File: src/rtl/paging_responder_macros.svh
// ----------------------------------------------------------------------------
// paging_responder_macros - assertion macros
// Shared concurrent assertion wrappers, clocked on i_clk, off during reset.
// ----------------------------------------------------------------------------
`ifndef PAGING_RESPONDER_MACROS_SVH
`define PAGING_RESPONDER_MACROS_SVH

// Plain implication check.
`define PR_ASSERT(label, prop, msg) \
    label: assert property (@(posedge i_clk) disable iff (!i_rst_n) prop) else $error(msg);

// Condition must never be true.
`define PR_NEVER(label, cond, msg) \
    label: assert property (@(posedge i_clk) disable iff (!i_rst_n) !(cond)) else $error(msg);

`endif

File: src/rtl/pr_pkg.sv
// ----------------------------------------------------------------------------
// pr_pkg - paging responder package
// Constants, burst descriptor type and slot window check.
// ----------------------------------------------------------------------------
package pr_pkg;

    // input item modes
    localparam logic [1:0] MODE_BYTE = 2'd0;
    localparam logic [1:0] MODE_TICK = 2'd1;
    localparam logic [1:0] MODE_PAGE = 2'd2;

    // configuration register indexes
    localparam logic [1:0] CFG_OWN_ID  = 2'd0;
    localparam logic [1:0] CFG_QUALITY = 2'd1;
    localparam logic [1:0] CFG_CAPAB   = 2'd2;

    // reset values
    localparam logic [31:0] OWN_ID_RST  = 32'd0;
    localparam logic [7:0]  QUALITY_RST = 8'd100;
    localparam logic [7:0]  CAPAB_RST   = 8'h10;

    localparam logic [7:0] PKT_TYPE  = 8'd11;
    localparam logic [7:0] RESP_TYPE = 8'd21;

    // burst kinds
    localparam logic OP_NOTICE = 1'b0;
    localparam logic OP_RESP   = 1'b1;

    // result kinds
    localparam logic KIND_NOTICE = 1'b0;
    localparam logic KIND_BYTE   = 1'b1;

    // access windows
    localparam logic [11:0] WIN0_LO = 12'd630;
    localparam logic [11:0] WIN0_HI = 12'd808;
    localparam logic [11:0] WIN1_LO = 12'd1350;
    localparam logic [11:0] WIN1_HI = 12'd1528;
    localparam logic [11:0] WIN2_LO = 12'd2070;
    localparam logic [11:0] WIN2_HI = 12'd2248;

    // response burst: 7 bytes then idle notice
    localparam logic [2:0] RESP_LAST = 3'd7;

    typedef struct packed {
        logic        op;    // OP_NOTICE or OP_RESP
        logic        st;    // notice state
        logic [11:0] slot;  // response slot
    } t_desc;

    function automatic logic in_window(input logic [11:0] s);
        in_window = (s >= WIN0_LO && s <= WIN0_HI) ||
                    (s >= WIN1_LO && s <= WIN1_HI) ||
                    (s >= WIN2_LO && s <= WIN2_HI);
    endfunction

endpackage

File: src/rtl/pr_parser.sv
// ----------------------------------------------------------------------------
// pr_parser - packet parser and responder state
// Tracks packet position and the responding flag; issues one burst
// descriptor per accepted item that yields results.
// ----------------------------------------------------------------------------
module pr_parser (
    input  logic          i_clk,
    input  logic          i_rst_n,
    input  logic          i_accept,
    input  logic [1:0]    i_mode,
    input  logic [7:0]    i_packet_byte,
    input  logic          i_end_of_packet,
    input  logic [11:0]   i_slot_number,
    input  logic [31:0]   i_paged_id,
    input  logic [31:0]   i_own_id,
    output logic          o_desc_vld,
    output pr_pkg::t_desc o_desc
);

    logic        r_resp, n_resp;
    logic [2:0]  r_pos, n_pos;
    logic        r_type_ok, n_type_ok;
    logic [23:0] r_col, n_col;
    logic        r_match, n_match;

    always_comb begin
        n_resp     = r_resp;
        n_pos      = r_pos;
        n_type_ok  = r_type_ok;
        n_col      = r_col;
        n_match    = r_match;
        o_desc_vld = 1'b0;
        o_desc     = '0;
        if (i_accept) begin
            unique case (i_mode)
                pr_pkg::MODE_BYTE: begin
                    priority if (r_pos == 3'd0) begin
                        n_type_ok = (i_packet_byte == pr_pkg::PKT_TYPE);
                        n_pos     = 3'd1;
                    end else if (r_pos < 3'd3) begin
                        n_pos = r_pos + 3'd1;
                    end else if (r_pos < 3'd6) begin
                        n_col = {r_col[15:0], i_packet_byte};
                        n_pos = r_pos + 3'd1;
                    end else begin
                        if (r_type_ok && !r_match &&
                            ({r_col, i_packet_byte} == i_own_id)) begin
                            n_match    = 1'b1;
                            n_resp     = 1'b1;
                            o_desc_vld = 1'b1;
                            o_desc.op  = pr_pkg::OP_NOTICE;
                            o_desc.st  = 1'b1;
                        end
                        n_col = '0;
                        n_pos = 3'd3;
                    end
                    if (i_end_of_packet) begin
                        n_pos     = 3'd0;
                        n_type_ok = 1'b0;
                        n_col     = '0;
                        n_match   = 1'b0;
                    end
                end
                pr_pkg::MODE_TICK: begin
                    if (r_resp && pr_pkg::in_window(i_slot_number)) begin
                        o_desc_vld  = 1'b1;
                        o_desc.op   = pr_pkg::OP_RESP;
                        o_desc.slot = i_slot_number;
                        n_resp      = 1'b0;
                    end
                end
                pr_pkg::MODE_PAGE: begin
                    if (i_paged_id == i_own_id) begin
                        n_resp     = 1'b1;
                        o_desc_vld = 1'b1;
                        o_desc.op  = pr_pkg::OP_NOTICE;
                        o_desc.st  = 1'b1;
                    end
                end
                default: ;  // unused mode
            endcase
        end
    end

    always_ff @(posedge i_clk) begin
        if (!i_rst_n) begin
            r_resp    <= 1'b0;
            r_pos     <= 3'd0;
            r_type_ok <= 1'b0;
            r_col     <= '0;
            r_match   <= 1'b0;
        end else begin
            r_resp    <= n_resp;
            r_pos     <= n_pos;
            r_type_ok <= n_type_ok;
            r_col     <= n_col;
            r_match   <= n_match;
        end
    end

endmodule

File: src/rtl/pr_emitter.sv
// ----------------------------------------------------------------------------
// pr_emitter - result burst sequencer
// One pending and one active descriptor; steps through the result items
// of the active burst, one transfer per cycle while i_ready is high.
// ----------------------------------------------------------------------------
`include "paging_responder_macros.svh"

module pr_emitter (
    input  logic          i_clk,
    input  logic          i_rst_n,
    input  logic          i_desc_vld,
    input  pr_pkg::t_desc i_desc,
    output logic          o_in_ready,
    input  logic [31:0]   i_own_id,
    input  logic [7:0]    i_link_quality,
    input  logic [7:0]    i_capability_byte,
    output logic          o_valid,
    input  logic          i_ready,
    output logic          o_kind,
    output logic [7:0]    o_frame_byte,
    output logic [11:0]   o_send_slot,
    output logic          o_new_state,
    output logic          o_last_of_run
);

    logic          r_pend_vld;
    pr_pkg::t_desc r_pend;
    logic          r_act_vld;
    pr_pkg::t_desc r_act;
    logic [2:0]    r_cnt;

    logic out_fire, act_done, act_free;

    assign out_fire   = r_act_vld && i_ready;
    assign act_done   = out_fire && o_last_of_run;
    assign act_free   = !r_act_vld || act_done;
    assign o_in_ready = !r_pend_vld;
    assign o_valid    = r_act_vld;

    // result fields from active descriptor and step
    always_comb begin
        o_kind        = pr_pkg::KIND_NOTICE;
        o_frame_byte  = '0;
        o_send_slot   = '0;
        o_new_state   = 1'b0;
        o_last_of_run = 1'b1;
        if (r_act.op == pr_pkg::OP_RESP) begin
            o_last_of_run = (r_cnt == pr_pkg::RESP_LAST);
            if (r_cnt != pr_pkg::RESP_LAST) begin
                o_kind      = pr_pkg::KIND_BYTE;
                o_send_slot = r_act.slot;
            end
            unique case (r_cnt)
                3'd0:    o_frame_byte = pr_pkg::RESP_TYPE;
                3'd1:    o_frame_byte = i_own_id[31:24];
                3'd2:    o_frame_byte = i_own_id[23:16];
                3'd3:    o_frame_byte = i_own_id[15:8];
                3'd4:    o_frame_byte = i_own_id[7:0];
                3'd5:    o_frame_byte = i_capability_byte;
                3'd6:    o_frame_byte = i_link_quality;
                default: o_frame_byte = '0;  // closing idle notice
            endcase
        end else begin
            o_new_state = r_act.st;
        end
    end

    always_ff @(posedge i_clk) begin
        if (!i_rst_n) begin
            r_pend_vld <= 1'b0;
            r_act_vld  <= 1'b0;
            r_cnt      <= 3'd0;
        end else begin
            if (act_free) begin
                r_cnt <= 3'd0;
                if (r_pend_vld) begin
                    r_act_vld  <= 1'b1;
                    r_pend_vld <= i_desc_vld;
                end else begin
                    r_act_vld  <= i_desc_vld;
                end
            end else begin
                if (out_fire) r_cnt <= r_cnt + 3'd1;
                if (i_desc_vld) r_pend_vld <= 1'b1;
            end
        end
    end

    // payload, no reset
    always_ff @(posedge i_clk) begin
        if (act_free) begin
            if (r_pend_vld) begin
                r_act  <= r_pend;
                r_pend <= i_desc;
            end else begin
                r_act  <= i_desc;
            end
        end else if (i_desc_vld) begin
            r_pend <= i_desc;
        end
    end

    `PR_ASSERT(a_pend_behind_act, r_pend_vld |-> r_act_vld, "pending burst without active one")
    `PR_ASSERT(a_cnt_resp_only, (r_cnt != 3'd0) |-> (r_act_vld && r_act.op == pr_pkg::OP_RESP), "step count outside response burst")
    `PR_ASSERT(a_stall_holds, (r_act_vld && !i_ready) |=> (r_act_vld && $stable(r_cnt)), "stalled result moved")
    `PR_NEVER(a_no_overrun, i_desc_vld && r_pend_vld && !act_free, "descriptor overruns pending slot")

endmodule

File: src/rtl/paging_responder.sv
// ----------------------------------------------------------------------------
// paging_responder - paging receiver and responder
// Parses paging packets byte by byte, tracks the responding state and
// sends the seven-byte response burst on a slot tick inside an access window.
// ----------------------------------------------------------------------------
//
//  channel  | handshake               | payload
//  ---------+-------------------------+-----------------------------------------
//  input    | i_valid / o_ready       | i_mode, i_packet_byte, i_end_of_packet,
//           |                         | i_slot_number, i_paged_id
//  result   | o_valid / i_ready       | o_kind, o_frame_byte, o_send_slot,
//           |                         | o_new_state, o_last_of_run
//  config   | i_cfg_valid/o_cfg_ready | i_cfg_index, i_cfg_data
//
//  An input item is parsed in the cycle of its transfer; its results are
//  registered and leave one result transfer per cycle while i_ready is
//  high. A notice item gives one result transfer, a response burst eight.
//  Items flow at one per cycle; the sequencer holds one burst in work and
//  one pending, so o_ready drops only while a burst waits behind another.
//  Synchronous active-low reset clears parser state and the burst queue and
//  restores register defaults. The config port is always ready.
//
module paging_responder (
    input  logic        i_clk,
    input  logic        i_rst_n,
    // input items
    input  logic        i_valid,
    output logic        o_ready,
    input  logic [1:0]  i_mode,
    input  logic [7:0]  i_packet_byte,
    input  logic        i_end_of_packet,
    input  logic [11:0] i_slot_number,
    input  logic [31:0] i_paged_id,
    // results
    output logic        o_valid,
    input  logic        i_ready,
    output logic        o_kind,
    output logic [7:0]  o_frame_byte,
    output logic [11:0] o_send_slot,
    output logic        o_new_state,
    output logic        o_last_of_run,
    // configuration writes
    input  logic        i_cfg_valid,
    output logic        o_cfg_ready,
    input  logic [1:0]  i_cfg_index,
    input  logic [31:0] i_cfg_data
);

    // configuration registers
    logic [31:0] r_own_id;
    logic [7:0]  r_link_quality;
    logic [7:0]  r_capability_byte;

    logic          accept;
    logic          desc_vld;
    pr_pkg::t_desc desc;

    assign o_cfg_ready = 1'b1;
    assign accept      = i_valid && o_ready;

    // register writes; an index beyond the list is dropped
    always_ff @(posedge i_clk) begin
        if (!i_rst_n) begin
            r_own_id          <= pr_pkg::OWN_ID_RST;
            r_link_quality    <= pr_pkg::QUALITY_RST;
            r_capability_byte <= pr_pkg::CAPAB_RST;
        end else if (i_cfg_valid) begin
            unique case (i_cfg_index)
                pr_pkg::CFG_OWN_ID:  r_own_id          <= i_cfg_data;
                pr_pkg::CFG_QUALITY: r_link_quality    <= i_cfg_data[7:0];
                pr_pkg::CFG_CAPAB:   r_capability_byte <= i_cfg_data[7:0];
                default: ;
            endcase
        end
    end

    // parser: packet position, id collection, responding flag
    pr_parser u_parser (
        .i_clk           (i_clk),
        .i_rst_n         (i_rst_n),
        .i_accept        (accept),
        .i_mode          (i_mode),
        .i_packet_byte   (i_packet_byte),
        .i_end_of_packet (i_end_of_packet),
        .i_slot_number   (i_slot_number),
        .i_paged_id      (i_paged_id),
        .i_own_id        (r_own_id),
        .o_desc_vld      (desc_vld),
        .o_desc          (desc)
    );

    // burst sequencer: turns descriptors into result transfers
    pr_emitter u_emitter (
        .i_clk             (i_clk),
        .i_rst_n           (i_rst_n),
        .i_desc_vld        (desc_vld),
        .i_desc            (desc),
        .o_in_ready        (o_ready),
        .i_own_id          (r_own_id),
        .i_link_quality    (r_link_quality),
        .i_capability_byte (r_capability_byte),
        .o_valid           (o_valid),
        .i_ready           (i_ready),
        .o_kind            (o_kind),
        .o_frame_byte      (o_frame_byte),
        .o_send_slot       (o_send_slot),
        .o_new_state       (o_new_state),
        .o_last_of_run     (o_last_of_run)
    );

endmodule

File: config.mk
export PLATFORM = sky130hd
export DESIGN_NAME = paging_responder
export DESIGN_NICKNAME = d
export VERILOG_FILES = /design/src/rtl/pr_pkg.sv /design/src/rtl/pr_parser.sv /design/src/rtl/pr_emitter.sv /design/src/rtl/paging_responder.sv
export VERILOG_INCLUDE_DIRS = /design/src /design/src/rtl
export SDC_FILE = /design/constraint.sdc
export NUM_CORES = 1
export LEC_CHECK = 0
export BUFFER_PORTS_ARGS = -buffer_cell sky130_fd_sc_hd__buf_2
export CAP_MARGIN = 20
export CORE_MARGIN = 3
export CORE_UTILIZATION = 38
export CTS_BUF_LIST = sky130_fd_sc_hd__clkbuf_4 sky130_fd_sc_hd__clkbuf_8 sky130_fd_sc_hd__clkbuf_16
export DETAILED_ROUTE_END_ITERATION = 6
export GPL_TIMING_DRIVEN = 0
export HOLD_SLACK_MARGIN = 0.05
export MAX_ROUTING_LAYER = met4
export PLACE_DENSITY = 0.67
export SLEW_MARGIN = 20
export SYNTH_ARGS = -nofsm -noshare
export SYNTH_HDL_FRONTEND = slang
export SYNTH_SLANG_ARGS = --single-unit
File: constraint.sdc
create_clock -name i_clk -period 10 [get_ports i_clk]
set_input_delay 1.5 -clock i_clk [delete_from_list [all_inputs] [get_ports i_clk]]
set_output_delay 1.5 -clock i_clk [all_outputs]
set_load 0.02 [all_outputs]
==> results of run 1 <==
[final cells by class]
class,instances,area (sq um),share of cell area
inverters,7,26.3,0.00377
clock inverters,5,57.6,0.00827
repair buffers,118,591,0.0848
clock buffers,11,240,0.0345
flip-flops and latches,111,2500,0.359
plain buffers,38,155,0.0223
well taps,184,230,0.0331
multi-input cells,475,3160,0.454
[cell families (layout without fill, tap and decap cells)]
logic type / after synthesis / after routing / share of synthesized area
mux: 24 / 24 / 0.0428
buf+inv: 45 / 179 / 0.0312
flops: 111 / 111 / 0.430
simple gates: 246 / 246 / 0.214
xor+xnor: 64 / 64 / 0.0963
fa+ha+maj: 8 / 8 / 0.0172
other cells: 1 / 1 / 0.000644
compound gates: 132 / 132 / 0.168
[power breakdown]
group / switching [uW] / total, uW / internal, uW
logic: 44.6 / 81.7 / 37.1
clock network: 170 / 371 / 200
registers: 12.2 / 476 / 464
total: 227 / 929 / 702
[metrics by stage]
step                total power (uW)  setup WS, ns  utilization
finish                           929          5.78        0.472
global placement                 566          4.74        0.450
CTS                              933          5.85        0.472
global route                     961          5.60        0.472
detailed placement               567          5.70        0.452
floorplan                        523          5.52            -
[metal layers]
metal | vias to the layer above | part of all wire
li1 | 2470 | -
met4 | 0 | 0.041
met2 | 201 | 0.43
met1 | 2406 | 0.46
met3 | 50 | 0.069
met5 | - | 0
[how the worst max path moves through the flow]
stage	end	start	cells past startpoint	slack [ns]
6_report	o_frame_byte[6]	u_emitter.r_cnt[2]$_SDFFE_PP0P_	8	5.78
5_1_grt	o_frame_byte[0]	u_emitter.r_cnt[2]$_SDFFE_PP0P_	8	5.60
4_1_cts	o_frame_byte[6]	u_emitter.r_cnt[2]$_SDFFE_PP0P_	8	5.85
3_5_place_dp	u_emitter.r_pend[5]$_DFFE_PP_	i_paged_id[11]	7	5.70
3_3_place_gp	u_emitter.r_pend[5]$_DFFE_PP_	i_paged_id[11]	7	4.74
2_1_floorplan	u_emitter.r_pend[0]$_DFFE_PP_	i_slot_number[8]	5	5.52
[flip-flops by register name, summed over array words and instances (netlist names)]
signal	flops
u_emitter.r_pend	14
r_link_quality	8
u_emitter.o_valid	1
u_emitter.r_cnt	3
u_emitter.r_pend_vld	1
u_parser.r_pos	3
u_parser.r_type_ok	1
u_parser.r_resp	1
r_capability_byte	8
r_own_id	32
u_emitter.r_act	14
u_parser.r_col	24
u_parser.r_match	1
[synth_stat cells, types with 2 or more instances]
library cell	n	area, sq um
xor2_1	57	499
nor2_1	21	78.8
nor2b_1	17	106
a222oi_1	4	40.0
mux2_2	7	78.8
nand3b_1	5	37.5
or3_1	2	12.5
nand2_1	109	409
dfxtp_1	83	1660
nor4_1	17	106
and3_1	4	25.0
nand3_1	29	145
o31ai_1	3	22.5
nand2b_1	4	25.0
ha_1	8	100
or4_1	2	15.0
clkbuf_1	35	131
nor3_1	3	15.0
a221oi_1	6	52.6
a21o_1	13	97.6
and2_1	13	81.3
o21ai_0	6	30.0
o211a_1	2	20.0
a22oi_1	3	22.5
nand4b_1	2	17.5
mux2i_1	17	170
xnor2_1	7	61.3
a21boi_0	51	383
nand4_1	3	18.8
and3_4	8	90.1
inv_1	7	26.3
edfxtp_1	28	841
a21boi_1	6	45.0
a21oi_1	21	105
[critical path: stages, from the launching register on]
cell      delay, ns
dfxtp_1        0.37
clkbuf_1       0.40
inv_1          0.18
ha_1           0.23
clkbuf_1       0.22
o41ai_2        0.47
buf_2          0.26
nor2_1         0.06
buf_2          0.17
==> qor.csv, run 1 <==
stage,metric,value,unit
global_routing,initial antenna violation count,0,
clocking,Post-CTS Setup Bufs,0,
clocking,worst skew pair latency,0.36,ns
die,die span in y,130,microns
synth,cell count after synthesis,631,
global_routing,met3 GRT Util,0.0405,
synth,syn_nets,733,
route,routed vias,5127,
route,Initial DRC Count,456,
synth,asr flop ratio synth,0,
synth,"EDFF count, synth",28,
global_routing,largest net degree at the start of global routing,19,
die,Starting Density,0.395,
placed_design,port bufs,117,
route,vias per cell,5.40,
timing,Finish-stage setup viols,0,
global_routing,met2 Use GR,0.313,
global_routing,first-pass GRT wire length,26400,microns
synth,register bit count reported by yosys,111,
min_path,worst hold path cell count,2,
clocking,Post-CTS Resized,0,
placed_design,placed insts,933,
setup_path,Crit path required time,8.50,ns
clocking,CTS tree,yes,
clocking,clk slew on worst S/H paths,0.07,ns
die,die area,16800,sq um
timing,Final min period,4.22,ns
cells_and_area,most frequent cells in the layout,"buf_2, nand2_1, dfxtp_1",
route,routed wire length,17500,microns
timing,slew margin rel.,0.305,
timing,Clock Skew,0.0102,ns
timing,Worst Tran Pin Value,1.04,ns
setup_path,crit end category,primary output,
die,Die Width,130,microns
placed_design,placed inst area,6670,sq um
setup_path,CP max FO,10,
synth,sequential area share after synthesis,0.430,
min_path,Hold EP,u_parser.r_col[22]$_SDFFE_PN0P_,
timing,Hold WS,0.469,ns
synth,Yosys warning count,0,
setup_path,Critical Path AT,2.72,ns
outcome,outcome,finished clean,
route,ANT nets after route,0,
cells_and_area,"most common cell after layout, fill and taps aside",buf_2,
synth,Post-Syn Area,5820,sq um
cells_and_area,Syn-to-layout area delta,19.6,%
setup_path,Crit Path Class,flop to primary output,
setup_path,startpoint types,flop,
die,Core Rows,44,
timing,final slew viol count,0,
timing,RSZ-0062 raised after global routing,no,
setup_path,Crit Reg-Reg Endpoint,u_emitter.r_pend[11]$_DFFE_PP_,
synth,post-synth cell types,62,
global_routing,GRT met1 Usage,0.289,
min_path,worst hold path type,flop to flop,
pwr,Pleak,0.00307,uW
die,# IOs,120,
cells_and_area,layout cells sized above 1,0.210,
route,iteration count of the initial detailed-routing pass,5,
min_path,hold_sp,u_parser.r_col[22]$_SDFFE_PN0P_,
global_routing,total grt overflow,0,
clocking,hold buffers post-CTS,0,
setup_path,Reg2Reg Launch Point,r_own_id[11]$_SDFFE_PN0P_,
cells_and_area,Non-Filler Instances,949,
synth,Synth Area per Inst,9.23,sq um
clocking,clock root cell,clkbuf_16,
route,post-DR wirelength/cell,18.4,microns
cells_and_area,# diodes,0,
clocking,Clock Tree Buf Depth,2,
global_routing,vias in the first global route,4779,
cells_and_area,fillers,1455,
cells_and_area,Nets,862,
setup_path,Reg2Reg Depth,6,
clocking,CTS H-tree lvls,3,
pwr,Peak VDD IR,0.0928,mV
route,DR DRC count,0,
setup_path,flop2flop setup slack,6.80,ns
timing,setup total negative slack,0,ns
cells_and_area,Finished Cell Area,6960,sq um
synth,Main synth FF type,dfxtp_1,
pwr,pwr/cell area,133,nW/um^2
timing,Tcrit/Tclk final,0.422,
timing,Peak Freq,0.237,GHz
placed_design,HPWL Detailed,13300,microns
clocking,TritonCTS Sinks,111,
timing,Final Hold Vio Count,0,
global_routing,gr usage total,0.214,
clocking,CTS buffer count,9,
placed_design,routability cong.,0.949,
flow_run,MaxCap Viol Count,0,
die,Core ar.,14800,sq um
global_routing,most used routing layer,met2,
Power figures use the tool's default switching activity.
==> run 2, diff against run 1 <==
--- a/config.mk
+++ b/config.mk
@@ -6,6 +6,7 @@
 export SDC_FILE = /design/constraint.sdc
 export NUM_CORES = 1
 export LEC_CHECK = 0
+export ABC_AREA = 1
 export BUFFER_PORTS_ARGS = -buffer_cell sky130_fd_sc_hd__buf_2
 export CAP_MARGIN = 20
 export CORE_MARGIN = 3
@@ -15,7 +16,7 @@
 export GPL_TIMING_DRIVEN = 0
 export HOLD_SLACK_MARGIN = 0.05
 export MAX_ROUTING_LAYER = met4
-export PLACE_DENSITY = 0.67
+export PLACE_DENSITY = 0.69
 export SLEW_MARGIN = 20
 export SYNTH_ARGS = -nofsm -noshare
 export SYNTH_HDL_FRONTEND = slang
==> constraint.sdc (replaced) <==
create_clock -name i_clk -period 3.61 [get_ports i_clk]
set_input_delay 0.5415 -clock i_clk [delete_from_list [all_inputs] [get_ports i_clk]]
set_output_delay 0.5415 -clock i_clk [all_outputs]
set_load 0.02 [all_outputs]
==> run 2 against run 1 <==
Compared with the run above:
- synthesized cell count is 34% higher
- via count is 21% higher
- count of clock-buffer cells in the layout stayed put
- area after synthesis is 5.6% higher
- clock skew is 0.0012 ns higher
- wire length is 14% higher
- final area is 5.0% higher
- register-to-register slack worse by 5.8 ns
- critical endpoint is now o_frame_byte[1]
- sequential power grew to 2.8 times the previous value
- combinational power grew to 4.2 times the previous value
==> qor.csv, run 2 <==
stage,metric,value,unit,change
cells_and_area,Finished Cell Area,7310,sq um,+5.0%
clocking,CTS tree,yes,,
placed_design,port bufs,118,,+0.85%
synth,Synth Area per Inst,7.26,sq um,-21%
setup_path,Crit Path Class,flop to primary output,,
synth,Post-Syn Area,6150,sq um,+5.6%
global_routing,gr usage total,0.228,,+0.0135
timing,Final Hold Vio Count,0,,unchanged
outcome,outcome,finished clean,,
clocking,Post-CTS Resized,0,,unchanged
synth,leading area contributor after synthesis,dfxtp_1,,
timing,slew margin rel.,0.476,,+0.170
synth,asr flop ratio synth,0,,unchanged
placed_design,placed insts,1177,,+26%
timing,Peak Freq,0.365,GHz,
setup_path,CP max FO,7,,-3
clocking,hold buffers post-CTS,0,,unchanged
global_routing,total grt overflow,0,,unchanged
global_routing,vias in the first global route,5736,,+20%
setup_path,startpoint types,flop,,
route,post-DR wirelength/cell,16.7,microns,-9.2%
clocking,Post-CTS Setup Bufs,0,,unchanged
cells_and_area,# diodes,0,,unchanged
global_routing,largest net degree at the start of global routing,19,,unchanged
route,Initial DRC Count,550,,+21%
synth,"EDFF count, synth",28,,unchanged
synth,Main synth FF type,dfxtp_1,,
pwr,pwr/cell area,367,nW/um^2,+180%
route,vias per cell,5.19,,-4.0%
synth,"top cells by area, synth","dfxtp_1, edfxtp_1, nand2_1",,
cells_and_area,Non-Filler Instances,1192,,+26%
timing,RSZ-0062 raised after global routing,no,,
clocking,CTS H-tree lvls,3,,unchanged
route,DR DRC count,0,,unchanged
clocking,CTS buffer count,9,,unchanged
route,routed wire length,19900,microns,+14%
synth,post-synth cell types,51,,-18%
clocking,TritonCTS Sinks,111,,unchanged
clocking,worst skew pair latency,0.36,ns,about the same
die,Die Width,133,microns,+2.6%
setup_path,Critical Path AT,2.20,ns,-0.52 ns
cells_and_area,Top Registers,"r_own_id (32), u_parser.r_col (24)",,
clocking,clk slew on worst S/H paths,0.08,ns,about the same
timing,Worst Tran Pin Value,0.787,ns,-0.253 ns
cells_and_area,Syn-to-layout area delta,18.9,%,
synth,sequential area share after synthesis,0.407,,-0.0228
die,Core Rows,45,,+2.3%
timing,Hold WS,0.404,ns,-0.0643 ns
setup_path,crit end category,primary output,,
flow_run,MaxCap Viol Count,0,,unchanged
timing,final slew viol count,0,,unchanged
cells_and_area,Nets,1079,,+25%
placed_design,placed inst area,7020,sq um,+5.4%
min_path,worst hold path type,input port to flop,,
route,ANT nets after route,0,,unchanged
timing,Clock Skew,0.0113,ns,+0.00118 ns
placed_design,routability cong.,0.996,,+4.9%
cells_and_area,"most common cell after layout, fill and taps aside",nand2_1,,
die,Core ar.,15500,sq um,+5.3%
clocking,Clock Tree Buf Depth,2,,unchanged
global_routing,first-pass GRT wire length,30500,microns,+16%
synth,cell count after synthesis,847,,+34%
cells_and_area,layout cells sized above 1,0.189,,-0.0219
timing,Finish-stage setup viols,0,,unchanged
cells_and_area,max FFs per register,32,,unchanged
die,Starting Density,0.396,,+0.00106
clocking,clock root cell,clkbuf_16,,
cells_and_area,most frequent cells in the layout,"nand2_1, buf_2, nor2_1",,
global_routing,initial antenna violation count,0,,unchanged
die,die area,17700,sq um,+5.3%
pwr,Peak VDD IR,0.220,mV,+140%
setup_path,Crit path required time,3.07,ns,-5.43 ns
synth,area share of the leading cell type in the synthesized netlist,0.270,,-0.0152
route,iteration count of the initial detailed-routing pass,5,,unchanged
synth,most frequent cell after synthesis,nand2_1,,
cells_and_area,Biggest register,r_own_id,,
synth,syn_nets,949,,+29%
die,die span in y,133,microns,+2.6%
die,# IOs,120,,unchanged
timing,setup total negative slack,0,ns,unchanged
synth,Yosys warning count,0,,unchanged
timing,Final min period,2.74,ns,
timing,Tcrit/Tclk final,0.759,,
route,routed vias,6181,,+21%
placed_design,HPWL Detailed,15900,microns,+19%
pwr,Pleak,0.00318,uW,+3.6%
synth,register bit count reported by yosys,111,,unchanged
synth,Post-synth top cells,"nand2_1, nor2_1, inv_1",,
## run 2: changes by cell type in the layout (fill, tap and decap cells not counted), sizes merged, moves of 51 or more
cell,previous run,this run
xor2,57,6
a21boi,57,1
nor2,21,108
nand2,109,187
o21ai,7,70
inv,8,114
## run 2: path summary, 6_finish.rpt
path | endpoint | slack (ns) | depth (start not counted) | startpoint
setup / recovery | o_frame_byte[1] | 0.87 | 7 | u_emitter.r_cnt[2]$_SDFFE_PP0P_
hold / removal | r_own_id[14]$_SDFFE_PN0P_ | 0.40 | 3 | i_cfg_data[14]
hold reg to reg | r_capability_byte[6]$_SDFFE_PN0P_ | 0.45 | 2 | r_capability_byte[6]$_SDFFE_PN0P_
setup reg to reg | u_emitter.r_pend[10]$_DFFE_PP_ | 1.01 | 11 | r_own_id[1]$_SDFFE_PN0P_
## run 2: worst max-delay path, cell delays in order, from the launching register on
cell	delay (ns)
dfxtp_1	0.45
inv_1	0.12
ha_1	0.29
inv_1	0.12
o22ai_1	0.11
a2111oi_0	0.48
nor2_1	0.09
buf_2	0.18
## run 2: cells by family after synthesis
| family | Yosys count | share of synthesized area |
|---|---|---|
| AND/OR/NAND/NOR | 367 | 0.260 |
| adder cells (fa/ha/maj) | 8 | 0.0163 |
| buffers and inverters | 142 | 0.0936 |
| AO/OA/AOI/OAI | 182 | 0.172 |
| flip-flops | 111 | 0.407 |
| other | 1 | 0.000610 |
| XOR/XNOR | 36 | 0.0513 |
## run 2: layout make-up
class                      count  area (sq um)
fill                        1608          8230
multi-input combinational    594          3080
sequential                   111          2500
timing repair buffer         119           602
inverter                     116           439
tap                          211           264
clock buffer                  11           246
buffer                        26           136
clock inverter                 4          43.8
## run 2: power breakdown
part / switching, uW / internal (uW)
logic: 212 / 133
clock network: 464 / 532
registers: 42.2 / 1300
## run 2: per-layer routing
| layer | track usage | vias up | wire length, microns |
|---|---|---|---|
| met4 | 0.0686 | 0 | 463 |
| met2 | 0.354 | 246 | 9060 |
| met5 | - | - | 0 |
| met1 | 0.296 | 2841 | 8530 |
| met3 | 0.0544 | 47 | 1860 |
| li1 | - | 3047 | - |
## run 2: stage by stage
step                power, uW  utilization  setup slack [ns]
finish                   2690        0.471             0.871
CTS                      2700        0.471             0.928
detailed placement       1710        0.452             0.831
global route             2790        0.471             0.774
floorplan                1560            -             0.295
global placement         1710        0.451            -0.625
